`src/assert_macros.svh`:
```
// Assertion macros shared by the serial mux RTL.
// Active in simulation; empty bodies when SYNTHESIS is defined.
`ifndef ASSERT_MACROS_SVH
`define ASSERT_MACROS_SVH
`ifndef SYNTHESIS
`define ASSERT_IMPLIES(lbl, clk, rst, ante, cons) \
  lbl: assert property (@(posedge clk) disable iff (rst) (ante) |-> (cons)) \
    else $error("assertion failed: lbl");
`define ASSERT_NEXT(lbl, clk, rst, ante, cons) \
  lbl: assert property (@(posedge clk) disable iff (rst) (ante) |=> (cons)) \
    else $error("assertion failed: lbl");
`else
`define ASSERT_IMPLIES(lbl, clk, rst, ante, cons)
`define ASSERT_NEXT(lbl, clk, rst, ante, cons)
`endif
`endif

```
`src/qsm_pkg.sv`:
```
// Types and constants of the quad serial mux.
// Used by the port slice, the interrupt unit and the top level.
package qsm_pkg;

  localparam logic [1:0] CMD_TICK  = 2'd0;
  localparam logic [1:0] CMD_READ  = 2'd1;
  localparam logic [1:0] CMD_WRITE = 2'd2;
  localparam logic [1:0] CMD_RX    = 2'd3;

  localparam logic [3:0] REG_LEVEL   = 4'hA;
  localparam logic [3:0] REG_TXDONE  = 4'hC;
  localparam logic [3:0] REG_IRQ_OFF = 4'hD;
  localparam logic [3:0] REG_IRQ_ON  = 4'hE;
  localparam logic [3:0] REG_RESET   = 4'hF;

  localparam logic [7:0] CAUSE_ADDR = 8'h0F;
  localparam logic [7:0] NO_CAUSE   = 8'hFF;
  localparam logic [7:0] STAT_CTS   = 8'h20;
  localparam logic [7:0] CHAR_DEL   = 8'h7F;
  localparam logic [7:0] CHAR_BS    = 8'h08;
  localparam logic [7:0] LAST_RESET = 8'hFF;
  localparam logic [7:0] ASCII_MASK = 8'h7F;

  localparam logic       CFG_CHAR_TICKS = 1'b0;
  localparam logic       CFG_CONSOLE    = 1'b1;
  localparam logic [15:0] CHAR_TICKS_RESET = 16'd1042;

  typedef struct packed {
    logic        tick;
    logic        rd_data;
    logic        wr_data;
    logic        rx_load;
    logic        done_set;
    logic        done_clr;
    logic        card_reset;
    logic        irq_en;
    logic        raw;
    logic [15:0] char_time;
    logic [7:0]  rx_byte;
  } port_ctrl_t;

  typedef struct packed {
    logic       rx_full;
    logic       tx_free;
    logic       rx_idle;
    logic       rx_full_nx;
    logic       tx_done_nx;
    logic [7:0] rd_char;
  } port_stat_t;

  typedef struct packed {
    logic       tick;
    logic       set_level;
    logic [7:0] level;
    logic       enable_on;
    logic       enable_off;
    logic       card_reset;
  } irq_ctrl_t;

endpackage

```
`src/qsm_ifs.sv`:
```
// Request and result channels of the quad serial mux.
// Valid/ready handshake; no package dependency.
interface qsm_req_if;
  logic       valid;
  logic       ready;
  logic [1:0] command;
  logic [7:0] address;
  logic [7:0] write_data;
  logic [1:0] rx_port;
  logic [7:0] rx_byte;

  modport source (output valid, command, address, write_data, rx_port, rx_byte,
                  input ready);
  modport sink (input valid, command, address, write_data, rx_port, rx_byte,
                output ready);
endinterface

interface qsm_rsp_if;
  logic       valid;
  logic       ready;
  logic [7:0] read_data;
  logic       tx_valid;
  logic [1:0] tx_port;
  logic [7:0] tx_byte;
  logic       busy_write;
  logic       rx_dropped;
  logic       irq_request;
  logic [7:0] irq_line_level;

  modport source (output valid, read_data, tx_valid, tx_port, tx_byte, busy_write,
                  rx_dropped, irq_request, irq_line_level, input ready);
  modport sink (input valid, read_data, tx_valid, tx_port, tx_byte, busy_write,
                rx_dropped, irq_request, irq_line_level, output ready);
endinterface

```
`src/quad_serial_mux_with_irq.sv`:
```
// Quad serial mux with interrupt: takes one item (tick, bus read, bus write or
// received byte) per clock while the result channel is not stalled and returns one
// result per item. An accepted item is held in the input register, is decoded and
// applied to the port and interrupt state in a single read-modify-write pass, and its
// result is registered in the output register; the input register takes a new item as
// the current one moves out. There is no clearing pass after reset. The user must write
// char_ticks and console_ports through the cfg port only while no item is in flight;
// the block itself does not enforce it.
`include "assert_macros.svh"

module quad_serial_mux_with_irq
  import qsm_pkg::*;
#(
  parameter int PORTS = 4
) (
  input  logic        clk,
  input  logic        rst,
  input  logic        cfg_wr_en,
  input  logic        cfg_index,
  input  logic [15:0] cfg_wr_data,
  qsm_req_if.sink     req,
  qsm_rsp_if.source   rsp
);

  localparam int PW = (PORTS > 1) ? $clog2(PORTS) : 1;

  logic [15:0] char_ticks;
  logic [3:0]  console_ports;

  logic       s_valid;
  logic [1:0] s_cmd;
  logic [7:0] s_addr;
  logic [7:0] s_wd;
  logic [1:0] s_rport;
  logic [7:0] s_rbyte;
  logic       advance;

  logic [3:0]    card, rg;
  logic [5:0]    unit;
  logic          unit_ok;
  logic [PW-1:0] port_sel;
  logic          is_read, is_write, is_rx, is_tick;
  logic          cause_rd, rd_hit, wr_data_hit, wr_ctrl;
  logic [15:0]   char_time;

  port_ctrl_t       pc   [PORTS];
  port_stat_t       stat [PORTS];
  logic [PORTS-1:0] raw_vec, rx_take, rx_full_nx, tx_done_nx;
  logic             rx_ok;

  irq_ctrl_t  ic;
  logic       irq_en;
  logic [7:0] cause, cause_next, level_next;
  logic [7:0] rd_val, tx_val;

  always_ff @(posedge clk) begin
    if (rst) begin
      char_ticks    <= CHAR_TICKS_RESET;
      console_ports <= '0;
    end else if (cfg_wr_en) begin
      case (cfg_index)
        CFG_CHAR_TICKS: char_ticks    <= cfg_wr_data;
        CFG_CONSOLE:    console_ports <= cfg_wr_data[3:0];
        default:        ;
      endcase
    end
  end

  assign advance   = s_valid && (!rsp.valid || rsp.ready);
  assign req.ready = !s_valid || advance;

  always_ff @(posedge clk) begin
    if (rst) begin
      s_valid <= 1'b0;
    end else if (req.valid && req.ready) begin
      s_valid <= 1'b1;
    end else if (advance) begin
      s_valid <= 1'b0;
    end
  end

  always_ff @(posedge clk) begin
    if (req.valid && req.ready) begin
      s_cmd   <= req.command;
      s_addr  <= req.address;
      s_wd    <= req.write_data;
      s_rport <= req.rx_port;
      s_rbyte <= req.rx_byte;
    end
  end

  always_comb begin
    card        = s_addr[7:4];
    rg          = s_addr[3:0];
    unit        = rg[3] ? {card, 2'b00} : {card, rg[2:1]};
    unit_ok     = unit < 6'(PORTS);
    port_sel    = unit[PW-1:0];
    is_tick     = s_cmd == CMD_TICK;
    is_read     = s_cmd == CMD_READ;
    is_write    = s_cmd == CMD_WRITE;
    is_rx       = s_cmd == CMD_RX;
    cause_rd    = is_read && s_addr == CAUSE_ADDR;
    rd_hit      = is_read && unit_ok && !rg[3];
    wr_data_hit = is_write && unit_ok && !rg[3] && rg[0];
    wr_ctrl     = is_write && unit_ok && rg[3];
    char_time   = (char_ticks == '0) ? 16'd1 : char_ticks;
  end

  for (genvar i = 0; i < PORTS; i++) begin : g_port
    if (i < 4) begin : g_low
      assign raw_vec[i] = console_ports[i];
      assign rx_take[i] = is_rx && s_rport == 2'(i) && stat[i].rx_idle;
    end else begin : g_high
      assign raw_vec[i] = 1'b0;
      assign rx_take[i] = 1'b0;
    end

    always_comb begin
      pc[i].tick       = advance && is_tick;
      pc[i].rd_data    = advance && rd_hit && rg[0] && port_sel == PW'(i);
      pc[i].wr_data    = advance && wr_data_hit && port_sel == PW'(i);
      pc[i].rx_load    = advance && rx_take[i];
      pc[i].done_set   = advance && wr_ctrl && rg == REG_TXDONE && s_wd == 8'(i + 1);
      pc[i].done_clr   = advance && cause_rd && cause != NO_CAUSE && cause[0]
                         && cause[7:1] == 7'(i);
      pc[i].card_reset = advance && wr_ctrl && rg == REG_RESET;
      pc[i].irq_en     = irq_en;
      pc[i].raw        = raw_vec[i];
      pc[i].char_time  = char_time;
      pc[i].rx_byte    = s_rbyte;
    end

    qsm_port u_port (
      .clk  (clk),
      .rst  (rst),
      .ctrl (pc[i]),
      .stat (stat[i])
    );

    assign rx_full_nx[i] = stat[i].rx_full_nx;
    assign tx_done_nx[i] = stat[i].tx_done_nx;
  end

  assign rx_ok = |rx_take;

  always_comb begin
    ic.tick       = advance && is_tick;
    ic.set_level  = advance && wr_ctrl && rg == REG_LEVEL;
    ic.level      = s_wd;
    ic.enable_on  = advance && wr_ctrl && rg == REG_IRQ_ON;
    ic.enable_off = advance && wr_ctrl && rg == REG_IRQ_OFF;
    ic.card_reset = advance && wr_ctrl && rg == REG_RESET;
  end

  qsm_irq #(.PORTS(PORTS)) u_irq (
    .clk         (clk),
    .rst         (rst),
    .ctrl        (ic),
    .rx_full_nx  (rx_full_nx),
    .tx_done_nx  (tx_done_nx),
    .enable      (irq_en),
    .cause       (cause),
    .cause_next  (cause_next),
    .level_next  (level_next)
  );

  always_comb begin
    rd_val = '0;
    if (cause_rd) begin
      rd_val = cause;
    end else if (rd_hit) begin
      rd_val = rg[0] ? stat[port_sel].rd_char
                     : (STAT_CTS | {6'd0, stat[port_sel].tx_free, stat[port_sel].rx_full});
    end
    tx_val = raw_vec[port_sel] ? s_wd : (s_wd & ASCII_MASK);
  end

  always_ff @(posedge clk) begin
    if (rst) begin
      rsp.valid <= 1'b0;
    end else if (advance) begin
      rsp.valid <= 1'b1;
    end else if (rsp.ready) begin
      rsp.valid <= 1'b0;
    end
  end

  always_ff @(posedge clk) begin
    if (advance) begin
      rsp.read_data      <= rd_val;
      rsp.tx_valid       <= wr_data_hit;
      rsp.tx_port        <= wr_data_hit ? unit[1:0] : 2'd0;
      rsp.tx_byte        <= wr_data_hit ? tx_val : 8'd0;
      rsp.busy_write     <= wr_data_hit && !stat[port_sel].tx_free;
      rsp.rx_dropped     <= is_rx && !rx_ok;
      rsp.irq_request    <= cause_next != NO_CAUSE;
      rsp.irq_line_level <= level_next;
    end
  end

  `ASSERT_IMPLIES(a_irq_matches_cause, clk, rst, rsp.valid, rsp.irq_request == (cause != NO_CAUSE))
  `ASSERT_IMPLIES(a_idle_tx_clear, clk, rst, rsp.valid && !rsp.tx_valid, rsp.tx_port == 2'd0 && rsp.tx_byte == 8'd0)
  `ASSERT_IMPLIES(a_cause_in_range, clk, rst, cause != NO_CAUSE, cause[7:1] < 7'(PORTS))
  `ASSERT_NEXT(a_advance_shows_result, clk, rst, advance, rsp.valid)
  `ASSERT_NEXT(a_masked_tick_no_cause, clk, rst, advance && is_tick && !irq_en, cause == NO_CAUSE)

endmodule

```
`src/qsm_port.sv`:
```
// One serial port slice: ready flags, last and held bytes, character countdowns.
// Depends on qsm_pkg for the control and status structs.
module qsm_port
  import qsm_pkg::*;
(
  input  logic       clk,
  input  logic       rst,
  input  port_ctrl_t ctrl,
  output port_stat_t stat
);

  logic        rx_full, rx_full_next;
  logic        tx_free, tx_free_next;
  logic        tx_done, tx_done_next;
  logic [7:0]  last_char, last_char_next;
  logic [7:0]  held_byte;
  logic [15:0] rx_cnt, rx_cnt_next;
  logic [15:0] tx_cnt, tx_cnt_next;
  logic [7:0]  conv_char;

  always_comb begin
    conv_char = (!ctrl.raw && held_byte == CHAR_DEL) ? CHAR_BS : held_byte;
    stat.rd_char = rx_full ? conv_char : last_char;
  end

  always_comb begin
    rx_full_next   = rx_full;
    tx_free_next   = tx_free;
    tx_done_next   = tx_done;
    last_char_next = last_char;
    rx_cnt_next    = rx_cnt;
    tx_cnt_next    = tx_cnt;
    if (ctrl.card_reset) begin
      rx_full_next   = 1'b0;
      tx_free_next   = 1'b1;
      tx_done_next   = 1'b0;
      last_char_next = LAST_RESET;
      rx_cnt_next    = '0;
      tx_cnt_next    = '0;
    end else begin
      if (ctrl.tick) begin
        if (rx_cnt != '0) begin
          rx_cnt_next = rx_cnt - 16'd1;
          if (rx_cnt == 16'd1) rx_full_next = 1'b1;
        end
        if (tx_cnt != '0) begin
          tx_cnt_next = tx_cnt - 16'd1;
          if (tx_cnt == 16'd1) begin
            tx_free_next = 1'b1;
            if (ctrl.irq_en) tx_done_next = 1'b1;
          end
        end
      end
      if (ctrl.rd_data) begin
        if (rx_full) last_char_next = conv_char;
        rx_full_next = 1'b0;
      end
      if (ctrl.wr_data) begin
        tx_free_next = 1'b0;
        tx_cnt_next  = ctrl.char_time;
      end
      if (ctrl.rx_load) rx_cnt_next = ctrl.char_time;
      if (ctrl.done_set) tx_done_next = 1'b1;
      if (ctrl.done_clr) tx_done_next = 1'b0;
    end
  end

  always_ff @(posedge clk) begin
    if (rst) begin
      rx_full   <= 1'b0;
      tx_free   <= 1'b1;
      tx_done   <= 1'b0;
      last_char <= LAST_RESET;
      rx_cnt    <= '0;
      tx_cnt    <= '0;
    end else begin
      rx_full   <= rx_full_next;
      tx_free   <= tx_free_next;
      tx_done   <= tx_done_next;
      last_char <= last_char_next;
      rx_cnt    <= rx_cnt_next;
      tx_cnt    <= tx_cnt_next;
    end
  end

  always_ff @(posedge clk) begin
    if (ctrl.rx_load) held_byte <= ctrl.rx_byte;
  end

  assign stat.rx_full    = rx_full;
  assign stat.tx_free    = tx_free;
  assign stat.rx_idle    = !rx_full && rx_cnt == '0;
  assign stat.rx_full_nx = rx_full_next;
  assign stat.tx_done_nx = tx_done_next;

endmodule

```
`src/qsm_irq.sv`:
```
// Interrupt level, enable and cause registers with the fixed-priority cause encoder.
// Depends on qsm_pkg for irq_ctrl_t and the cause constants.
module qsm_irq
  import qsm_pkg::*;
#(
  parameter int PORTS = 4
) (
  input  logic             clk,
  input  logic             rst,
  input  irq_ctrl_t        ctrl,
  input  logic [PORTS-1:0] rx_full_nx,
  input  logic [PORTS-1:0] tx_done_nx,
  output logic             enable,
  output logic [7:0]       cause,
  output logic [7:0]       cause_next,
  output logic [7:0]       level_next
);

  logic [7:0] level;
  logic       enable_next;
  logic [7:0] enc;

  always_comb begin
    enc = NO_CAUSE;
    for (int i = PORTS - 1; i >= 0; i--) begin
      if (rx_full_nx[i]) enc = {7'(i), 1'b0};
      else if (tx_done_nx[i]) enc = {7'(i), 1'b1};
    end
  end

  always_comb begin
    cause_next  = cause;
    level_next  = level;
    enable_next = enable;
    if (ctrl.card_reset) begin
      cause_next  = NO_CAUSE;
      level_next  = '0;
      enable_next = 1'b0;
    end else begin
      if (ctrl.tick) cause_next = enable ? enc : NO_CAUSE;
      if (ctrl.set_level) level_next = ctrl.level;
      if (ctrl.enable_on) enable_next = 1'b1;
      if (ctrl.enable_off) enable_next = 1'b0;
    end
  end

  always_ff @(posedge clk) begin
    if (rst) begin
      cause  <= NO_CAUSE;
      level  <= '0;
      enable <= 1'b0;
    end else begin
      cause  <= cause_next;
      level  <= level_next;
      enable <= enable_next;
    end
  end

endmodule
```
`src/flat_wrapper.sv`:
```
// flat-port wrapper written by rule: the top's interface ports become plain ports
module quad_serial_mux_with_irq_flat import qsm_pkg::*;
#(
  parameter int PORTS = 4
)
  (clk, rst, cfg_wr_en, cfg_index, cfg_wr_data, req_valid, req_command, req_address, req_write_data, req_rx_port, req_rx_byte, req_ready, rsp_valid, rsp_read_data, rsp_tx_valid, rsp_tx_port, rsp_tx_byte, rsp_busy_write, rsp_rx_dropped, rsp_irq_request, rsp_irq_line_level, rsp_ready);
  qsm_req_if req_i ();
  qsm_rsp_if rsp_i ();
  input  logic clk;
  input  logic rst;
  input  logic cfg_wr_en;
  input  logic cfg_index;
  input  logic [15:0] cfg_wr_data;
  input wire logic [$bits(req_i.valid)-1:0] req_valid;
  input wire logic [$bits(req_i.command)-1:0] req_command;
  input wire logic [$bits(req_i.address)-1:0] req_address;
  input wire logic [$bits(req_i.write_data)-1:0] req_write_data;
  input wire logic [$bits(req_i.rx_port)-1:0] req_rx_port;
  input wire logic [$bits(req_i.rx_byte)-1:0] req_rx_byte;
  output wire logic [$bits(req_i.ready)-1:0] req_ready;
  output wire logic [$bits(rsp_i.valid)-1:0] rsp_valid;
  output wire logic [$bits(rsp_i.read_data)-1:0] rsp_read_data;
  output wire logic [$bits(rsp_i.tx_valid)-1:0] rsp_tx_valid;
  output wire logic [$bits(rsp_i.tx_port)-1:0] rsp_tx_port;
  output wire logic [$bits(rsp_i.tx_byte)-1:0] rsp_tx_byte;
  output wire logic [$bits(rsp_i.busy_write)-1:0] rsp_busy_write;
  output wire logic [$bits(rsp_i.rx_dropped)-1:0] rsp_rx_dropped;
  output wire logic [$bits(rsp_i.irq_request)-1:0] rsp_irq_request;
  output wire logic [$bits(rsp_i.irq_line_level)-1:0] rsp_irq_line_level;
  input wire logic [$bits(rsp_i.ready)-1:0] rsp_ready;
  assign req_i.valid = req_valid;
  assign req_i.command = req_command;
  assign req_i.address = req_address;
  assign req_i.write_data = req_write_data;
  assign req_i.rx_port = req_rx_port;
  assign req_i.rx_byte = req_rx_byte;
  assign req_ready = req_i.ready;
  assign rsp_valid = rsp_i.valid;
  assign rsp_read_data = rsp_i.read_data;
  assign rsp_tx_valid = rsp_i.tx_valid;
  assign rsp_tx_port = rsp_i.tx_port;
  assign rsp_tx_byte = rsp_i.tx_byte;
  assign rsp_busy_write = rsp_i.busy_write;
  assign rsp_rx_dropped = rsp_i.rx_dropped;
  assign rsp_irq_request = rsp_i.irq_request;
  assign rsp_irq_line_level = rsp_i.irq_line_level;
  assign rsp_i.ready = rsp_ready;
  quad_serial_mux_with_irq #(.PORTS(PORTS)) u_core (.clk(clk), .rst(rst), .cfg_wr_en(cfg_wr_en), .cfg_index(cfg_index), .cfg_wr_data(cfg_wr_data), .req(req_i), .rsp(rsp_i));
endmodule
```
`config.mk`:
```
export PLATFORM = sky130hd
export DESIGN_NAME = quad_serial_mux_with_irq_flat
export DESIGN_NICKNAME = d
export VERILOG_FILES = /design/src/qsm_pkg.sv /design/src/qsm_ifs.sv /design/src/quad_serial_mux_with_irq.sv /design/src/qsm_port.sv /design/src/qsm_irq.sv /design/src/flat_wrapper.sv
export VERILOG_INCLUDE_DIRS = /design/src /design/src/src
export SDC_FILE = /design/constraint.sdc
export NUM_CORES = 1
export LEC_CHECK = 0
export ABC_AREA = 1
export BUFFER_PORTS_ARGS = -buffer_cell sky130_fd_sc_hd__buf_4
export CAP_MARGIN = 20
export CORE_ASPECT_RATIO = 2
export CORE_MARGIN = 2
export CORE_UTILIZATION = 62
export CTS_CLUSTER_DIAMETER = 50
export DETAILED_ROUTE_END_ITERATION = 12
export GPL_TIMING_DRIVEN = 0
export HOLD_SLACK_MARGIN = 0.15
export PLACE_DENSITY = 0.81
export SLEW_MARGIN = 20
export SYNTH_ARGS = -nofsm -noshare
export SYNTH_HDL_FRONTEND = slang
export SYNTH_SLANG_ARGS = --single-unit
```
`constraint.sdc`:
```
create_clock -name clk -period 3.4 [get_ports clk]
set_input_delay 0.85 -clock clk [delete_from_list [all_inputs] [get_ports clk]]
set_output_delay 0.85 -clock clk [all_outputs]
set_load 0.05 [all_outputs]
```
Yosys cells after proc, flatten, opt, wreduce, memory -nomap -nowiden
Index checks and enable logic that the tools add are counted.
{"block": "word_totals", "reg_bits": 301, "latch_bits": 0, "mem_bits_rw": 0, "rom_bits": 0, "output_inout_bits": 32, "wordCells": 353, "n_memories": 0}
{"block": "op_classes", "addsub": 8, "mul": 0, "div": 0, "n_lt_le_gt_ge": 3, "n_eq_ne": 36, "shift": 0, "mux": 123, "bitwise": 2, "n_reduce_logical": 132}
{"operator": "$mux 16", "count": 25}
{"operator": "$mux 8", "count": 24}
{"operator": "$eq 16x1->1 const B", "count": 8}
{"operator": "$reduce_bool 16->1", "count": 8}
{"operator": "$sub 16x1->16 const B", "count": 8}
{"operator": "$logic_not 16->1", "count": 5}
{"operator": "$mux 1", "count": 69}
{"operator": "$logic_and 1x1->1", "count": 60}
{"operator": "$reduce_bool 2->1", "count": 22}
{"operator": "$eq 8x7->1 const B", "count": 4}
{"operator": "$bmux 13 s2", "count": 1}
{"operator": "$mux 13", "count": 2}
{"operator": "$reduce_and 2->1", "count": 11}
{"operator": "$eq 4x4->1 const B", "count": 5}
{"operator": "$eq 8x2->1 const B", "count": 2}
{"operator": "$ne 8x8->1 const B", "count": 2}
{"operator": "$eq 7x2->1 const B", "count": 2}
{"operator": "$logic_not 1->1", "count": 13}
{"operator": "$eq 2x2->1 const B", "count": 6}
{"operator": "$reduce_and 3->1", "count": 4}
{"operator": "$eq 8x1->1 const B", "count": 1}
{"operator": "$eq 8x3->1 const B", "count": 1}
{"operator": "$eq 8x4->1 const B", "count": 1}
{"operator": "$eq 7x1->1 const B", "count": 1}
{"operator": "14 further kinds", "count": 19}

Longest topological paths before layout
{"block": "logic_depth", "word_depth": 22, "mapped_depth": 19, "depth_no_buf": 19}

Hierarchy
A second synthesis with hierarchy kept.
{"block": "unflattened", "cells_unflattened": 2492, "area_unflattened_um2": 17448.0}
{"mod": "qsm_port at u_core.g_port[0].u_port ...", "instances": 2, "cells_per_inst": 492, "area_each_um2": 3243.1}
{"mod": "qsm_port at u_core.g_port[2].u_port ...", "instances": 2, "cells_per_inst": 496, "area_each_um2": 3200.6}
{"mod": "quad_serial_mux_with_irq", "instances": 1, "cells_per_inst": 404, "area_each_um2": 3747.3}
{"mod": "qsm_irq", "instances": 1, "cells_per_inst": 112, "area_each_um2": 813.3}

Worst setup path after synthesis
Ideal clock, no wire load.
{"block": "synth_path", "path_type": "input to register", "from": "in rsp_ready", "to": "reg u_core.rsp.irq_request, data pin", "setup_ns": 0.249, "arrival_ns": 2.879, "required_time_ns": 3.151, "setup_slack_ns": 0.272, "stages": 13, "path_buffers": 0, "cell_sequence": "inv_1 > a21oi_4 > nand4_2 > nand3_1 > nand2_1 > o21ai_1 > nand3_2 > nand2_1 > inv_1 > nor2_1 > nand3_1 > nand2_1 > inv_1"}
{"block": "synth_between", "elab_chain_len": 20, "elab_cells_between_ends": 63}
{"element": "from (decl)", "line_no": "flat_wrapper.sv:30", "source": "input wire logic [$bits(rsp_i.ready)-1:0] rsp_ready;"}
{"element": "$logic_or 1x1->1 (*)", "line_no": "quad_serial_mux_with_irq.sv:69", "source": "assign advance = s_valid && (!rsp.valid || rsp.ready);"}
{"element": "$logic_and 1x1->1 (*)", "line_no": "quad_serial_mux_with_irq.sv:69"}
{"element": "net u_core.advance", "line_no": "quad_serial_mux_with_irq.sv:36", "source": "logic advance;"}
{"element": "$logic_and 1x1->1 (on tied branches)"}
{"element": "$logic_and 1x1->1 (on tied branches) (2 in a row)", "line_no": "quad_serial_mux_with_irq.sv:123, quad_serial_mux_with_irq.sv:124"}
{"element": "$mux 1 / $logic_and 1x1->1 (equally long branches)", "line_no": "qsm_port.sv:63, quad_serial_mux_with_irq.sv:125"}
{"element": "$mux 1", "line_no": "qsm_port.sv:64", "source": "if (ctrl.done_clr) tx_done_next = 1'b0;"}
{"element": "$mux 1", "line_no": "qsm_port.sv:33", "source": "if (ctrl.card_reset) begin"}
{"element": "[3 not listed]"}
{"element": "$mux 8", "line_no": "qsm_irq.sv:26", "source": "if (rx_full_nx[i]) enc = {7'(i), 1'b0};"}
{"element": "$mux 8", "line_no": "qsm_irq.sv:27", "source": "else if (tx_done_nx[i]) enc = {7'(i), 1'b1};"}
{"element": "$mux 8", "line_no": "qsm_irq.sv:26"}
{"element": "$mux 8", "line_no": "qsm_irq.sv:27"}
{"element": "$mux 8", "line_no": "qsm_irq.sv:26"}
{"element": "$mux 8 (2 in a row)", "line_no": "qsm_irq.sv:40", "source": "if (ctrl.tick) cause_next = enable ? enc : NO_CAUSE;"}
{"element": "$mux 8 (*)", "line_no": "qsm_irq.sv:35", "source": "if (ctrl.card_reset) begin"}
{"element": "$ne 8x8->1 (*)", "line_no": "quad_serial_mux_with_irq.sv:196", "source": "rsp.irq_request <= cause_next != NO_CAUSE;"}
{"element": "to (signal assigned)", "line_no": "quad_serial_mux_with_irq.sv:196"}
{"element": "to (decl)", "line_no": "qsm_ifs.sv:31", "source": "rx_dropped, irq_request, irq_line_level, input ready);"}
Mark *: on every way through the listed nets, which the timed path passes. The rest lies on a longest branch.
A chain may end at the register's enable or synchronous reset.

Worst setup path after layout
{"block": "layout_path", "from": "reg u_core.s_valid", "to": "reg u_core.rsp.irq_request, data pin"}
{"block": "layout_between", "elab_chain_len": 19, "elab_cells_between_ends": 62}
{"element": "from (decl)", "line_no": "quad_serial_mux_with_irq.sv:30", "source": "logic s_valid;"}
{"element": "from (signal assigned)", "line_no": "quad_serial_mux_with_irq.sv:74", "source": "s_valid <= 1'b0;"}
{"element": "from (signal assigned)", "line_no": "quad_serial_mux_with_irq.sv:76", "source": "s_valid <= 1'b1;"}
{"element": "from (signal assigned)", "line_no": "quad_serial_mux_with_irq.sv:78", "source": "s_valid <= 1'b0;"}
{"element": "$logic_and 1x1->1 (*)", "line_no": "quad_serial_mux_with_irq.sv:69"}
{"element": "net u_core.advance", "line_no": "quad_serial_mux_with_irq.sv:36"}
{"element": "$logic_and 1x1->1 (on tied branches)"}
{"element": "$logic_and 1x1->1 (on tied branches) (2 in a row)", "line_no": "quad_serial_mux_with_irq.sv:123, quad_serial_mux_with_irq.sv:124"}
{"element": "$mux 1 / $logic_and 1x1->1 (equally long branches)", "line_no": "qsm_port.sv:63, quad_serial_mux_with_irq.sv:125"}
{"element": "$mux 1", "line_no": "qsm_port.sv:64"}
{"element": "$mux 1", "line_no": "qsm_port.sv:33"}
{"element": "$mux 8", "line_no": "qsm_irq.sv:27"}
{"element": "[2 not listed]"}
{"element": "$mux 8", "line_no": "qsm_irq.sv:26"}
{"element": "$mux 8", "line_no": "qsm_irq.sv:27"}
{"element": "$mux 8", "line_no": "qsm_irq.sv:26"}
{"element": "$mux 8", "line_no": "qsm_irq.sv:27"}
{"element": "$mux 8", "line_no": "qsm_irq.sv:26"}
{"element": "$mux 8 (2 in a row)", "line_no": "qsm_irq.sv:40"}
{"element": "$mux 8 (*)", "line_no": "qsm_irq.sv:35"}
{"element": "$ne 8x8->1 (*)", "line_no": "quad_serial_mux_with_irq.sv:196"}
Marks and branches as above.

==> results by group <==
Clock network
  – Hold buffer count at cts: 0
  – Clk_lat worst skew: 0.56 ns
  – Clock sink count: 301
  – CTS HTree Levels: 1
  – Clock Pin Slew Worst Setup and Hold Paths: 0.06 ns
  – CTS resizes: 0
  – CTS max path bufs: 3
  – CTS Buf Count: 28
  – Postcts setup bufs: 0
  – Clk root buf: clkbuf_16
  – CTS tree: done

Cells and area
  – Final #Nets: 2121
  – Diodes inserted: 0
  – Fraction of layout cells with a size suffix above 1: 9.46%
  – Final Cell Area: 0.0169 mm^2
  – Area added between synthesis and finish: 12.6%
  – Final Core Density: 70.9%

Power and ir drop
  – Peak VDD IR: 504 uV
  – Clock power share: 36.9%
  – Sw frac: 29.0%
  – Reg power frac: 47.1%
  – NetSw: 2.43 mW
  – P per Cell Area: 496 mW/mm^2
  – Cell-internal power: 5.95 mW
  – Combinational Power Share: 16.0%
  – Leak: 7.75 nW

Outcome
  – Status: complete, no violations

Global route
  – Met3 Use GR: 6.55%
  – First-pass GRT wire length: 74.1 mm
  – Global-route met2 utilization: 65.9%
  – GR Layer Usage met1: 35.4%
  – Largest net degree at the start of global routing: 29
  – Busiest metal layer after global routing: met2
  – Total congestion overflow: 0
  – Vias in the first global route: 14500
  – All-layer global routing usage: 37.7%
  – Initial antenna violation count: 0

Yosys
  – Mapped Cells: 1938
  – Avg Cell Area, Syn: 7.74 um^2
  – Most frequent cell after synthesis: nand2_1
  – Synthesized flop and latch total: 301
  – Post-Syn Nets: 2009
  – Ys flop type: dfxtp_1
  – Synth top area share: 28.2%
  – Adder-cell share of the synthesized area: 1.75%
  – Synth unique cells: 53
  – Cell Area, Synth: 0.0150 mm^2
  – Synth Area in XOR/XNOR: 2.92%
  – Post-synthesis sequential area ratio: 46.2%
  – Largest family of logic cells by synthesized area: simple AND/OR/NAND/NOR gates
  – Top cells by area, synth: dfxtp_1 28%, edfxtp_1 18%, nand2_1 9.6%, inv_1 6.4%, nor2_1 5.9%
  – Mux contribution to synthesized area: 0%
  – Yosys Warn Count: 0
  – Post-Synth Simple-Gate Area: 24.6%
  – EDFF count, synth: 90
  – Post-synthesis compound-gate area fraction: 16.0%
  – Commonest cells post-synth: 384 x nand2_1, 255 x inv_1, 234 x nor2_1
  – Asr flop ratio synth: 0%
  – Area leader, netlist: dfxtp_1

Drt
  – Drt pass-1 iters: 6
  – Vias: 14600
  – DRC Markers: 0
  – Detail Route Antenna Nets: 0
  – Post-DR wirelength/cell: 20.5 um
  – Vias per cell: 6.17
  – 1st-iter DRT viols: 1290
  – Final wirelength: 48.4 mm

Floorplan
  – Core area: 0.0238 mm^2
  – Die area: 0.0255 mm^2
  – Initial Util: 63.0%
  – # IOs: 82
  – Die Wd: 114 um
  – Row cnt: 80
  – Die height: 224 um

Setup path
  – CP Launch Type: flop
  – CP Buf/Inv Count: 4
  – Reg2reg start: u_core.s_valid
  – FF-to-FF setup slack: 0.40 ns
  – CP cell instances: inv_2, a21oi_4, buf_16, nand4_2, nand3_1, nand2_1, o21ai_1, nand3_2, nand2_1, inv_1, nor2_1, nand3_1, nand2_1, inv_1
  – WS Path Type: reg -> reg
  – Critical Path RT: 3.72 ns
  – Worst Path Arrival: 3.31 ns
  – Reg-to-Reg End: u_core.rsp.irq_request
  – Crit-path max cell delay: 0.52 ns
  – CP endpoint kind: flop
  – R2R depth: 14
  – Slowest-stage cell, CP: a21oi_4
  – Critical path fanouts, max: 26
  – Most used cell, CP: nand2_1
  – Top Family by Delay on Critical Path: simple AND/OR/NAND/NOR gates

STA
  – Tcrit/Tclk final: 88.1%
  – Slew margin rel.: 30.6%
  – Fin. max-slew vios: 0
  – Final hold vios: 0
  – Final setup viols: 0
  – Tmin final: 3.00 ns
  – RSZ-0062 raised after global routing: false
  – Maximum clock frequency: 334 MHz
  – Worst Skew: 0.0120 ns
  – Worst slew pin tran: 1.04 ns

Min path
  – Hold path endpoint: u_core.s_rbyte[7]
  – Class of the worst hold path: in -> reg
  – WHS Path Cells: 1
  – Hold Path Origin: req_rx_byte[7]

Place
  – Port Buffers: 81
  – RePlAce Congestion: 0.995
  – DP Wirelength: 36.3 mm
  – Instance area after placement: 0.0160 mm^2

Run
  – MaxCap Viol Count: 0
==> layout make-up <==
| type | count | area [um^2] |
|---|---|---|
| timing repair buffer | 82 | 636 |
| buffer | 53 | 233 |
| clock inverter | 9 | 78.8 |
| tap | 287 | 359 |
| multi-input combinational | 1306 | 6810 |
| sequential | 301 | 6930 |
| inverter | 278 | 1040 |
| clock buffer | 42 | 808 |
| fill | 1989 | 6930 |
==> layout by cell type, fill, tap and decap left out, types with 13 or more instances in the layout <==
cell type  Yosys  layout
nand2_1      384     384
nor4_1        24      24
xnor2_1       16      16
nor2_2        13      13
buf_4          1      82
clkbuf_16      0      29
nor2_1       234     234
clkbuf_1      42      51
nand4_1       23      23
dfxtp_1      211     211
inv_1        255     254
ha_1          21      21
o22ai_1       22      22
o21ai_0      114     114
xor2_1        34      34
nor3_1        42      42
a221o_1       14      14
o221ai_1      46      46
a21oi_1      107     107
o211ai_1      32      32
edfxtp_1      90      90
inv_2         20      21
nand3_1       97      97
==> through the flow <==
stage / hold slack (ns) / power, mW / TNS [ns] / cells / setup WS, ns
3_3_place_gp: 0.438 / 5.28 / -3.04 / 2306 / -0.482
5_1_grt: 0.451 / 8.65 / 0 / 2358 / 0.213
2_1_floorplan: 0.430 / 4.89 / 0 / 1938 / 0.272
4_1_cts: 0.457 / 8.35 / 0 / 2358 / 0.496
3_5_place_dp: 0.452 / 5.31 / -0.0783 / 2307 / -0.0466
6_report: 0.462 / 8.38 / 0 / 2358 / 0.404
==> kinds of logic after synthesis <==
family                   count (synthesis)
AO/OA/AOI/OAI                          384
XOR/XNOR                                50
adder cells (fa/ha/maj)                 21
buffers and inverters                  331
flip-flops                             301
AND/OR/NAND/NOR                        851
==> state kept, by name, indices dropped and copies added, names as in the netlist, 16 cells and up <==
| register | flops |
|---|---|
| u_core.g_port.u_port.rx_cnt | 64 |
| u_core.g_port.u_port.tx_cnt | 64 |
| u_core.g_port.u_port.held_byte | 32 |
| u_core.g_port.u_port.last_char | 32 |
| u_core.char_ticks | 16 |
==> worst register-to-register path: cells and delay by family (launching register included) <==
kind	cells	cell delay (ns)
AND/OR/NAND/NOR	8	1.24
AO/OA/AOI/OAI	2	0.68
buffers and inverters	4	0.42
flip-flops	1	0.41
==> power by group through the flow <==
stage / registers (mW) / logic, mW / clock network (mW)
finish: 3.95 / 1.34 / 3.10
global route: 3.95 / 1.47 / 3.23
CTS: 3.94 / 1.31 / 3.10
detailed placement: 4.02 / 1.29 / 0
global placement: 4.02 / 1.27 / 0
floorplan: 4.01 / 0.880 / 0
==> layer usage <==
metal  up-vias  share of wire, %
li1       6762                 -
met1      6730                32
met2       760                50
met3       299               7.2
met4         0                11
met5         -                 0
==> worst max path at each step <==
stage                      from                endpoint  slack, ns  cells past startpoint
5_1_grt        u_core.s_addr[1]  u_core.rsp.irq_request       0.21                     15
3_3_place_gp          rsp_ready  u_core.rsp.irq_request      -0.48                     14
6_report         u_core.s_valid  u_core.rsp.irq_request       0.40                     14
2_1_floorplan         rsp_ready  u_core.rsp.irq_request       0.27                     13
4_1_cts          u_core.s_valid  u_core.rsp.irq_request       0.50                     14
3_5_place_dp          rsp_ready  u_core.rsp.irq_request      -0.05                     15
(Power assumes the default switching activity.)
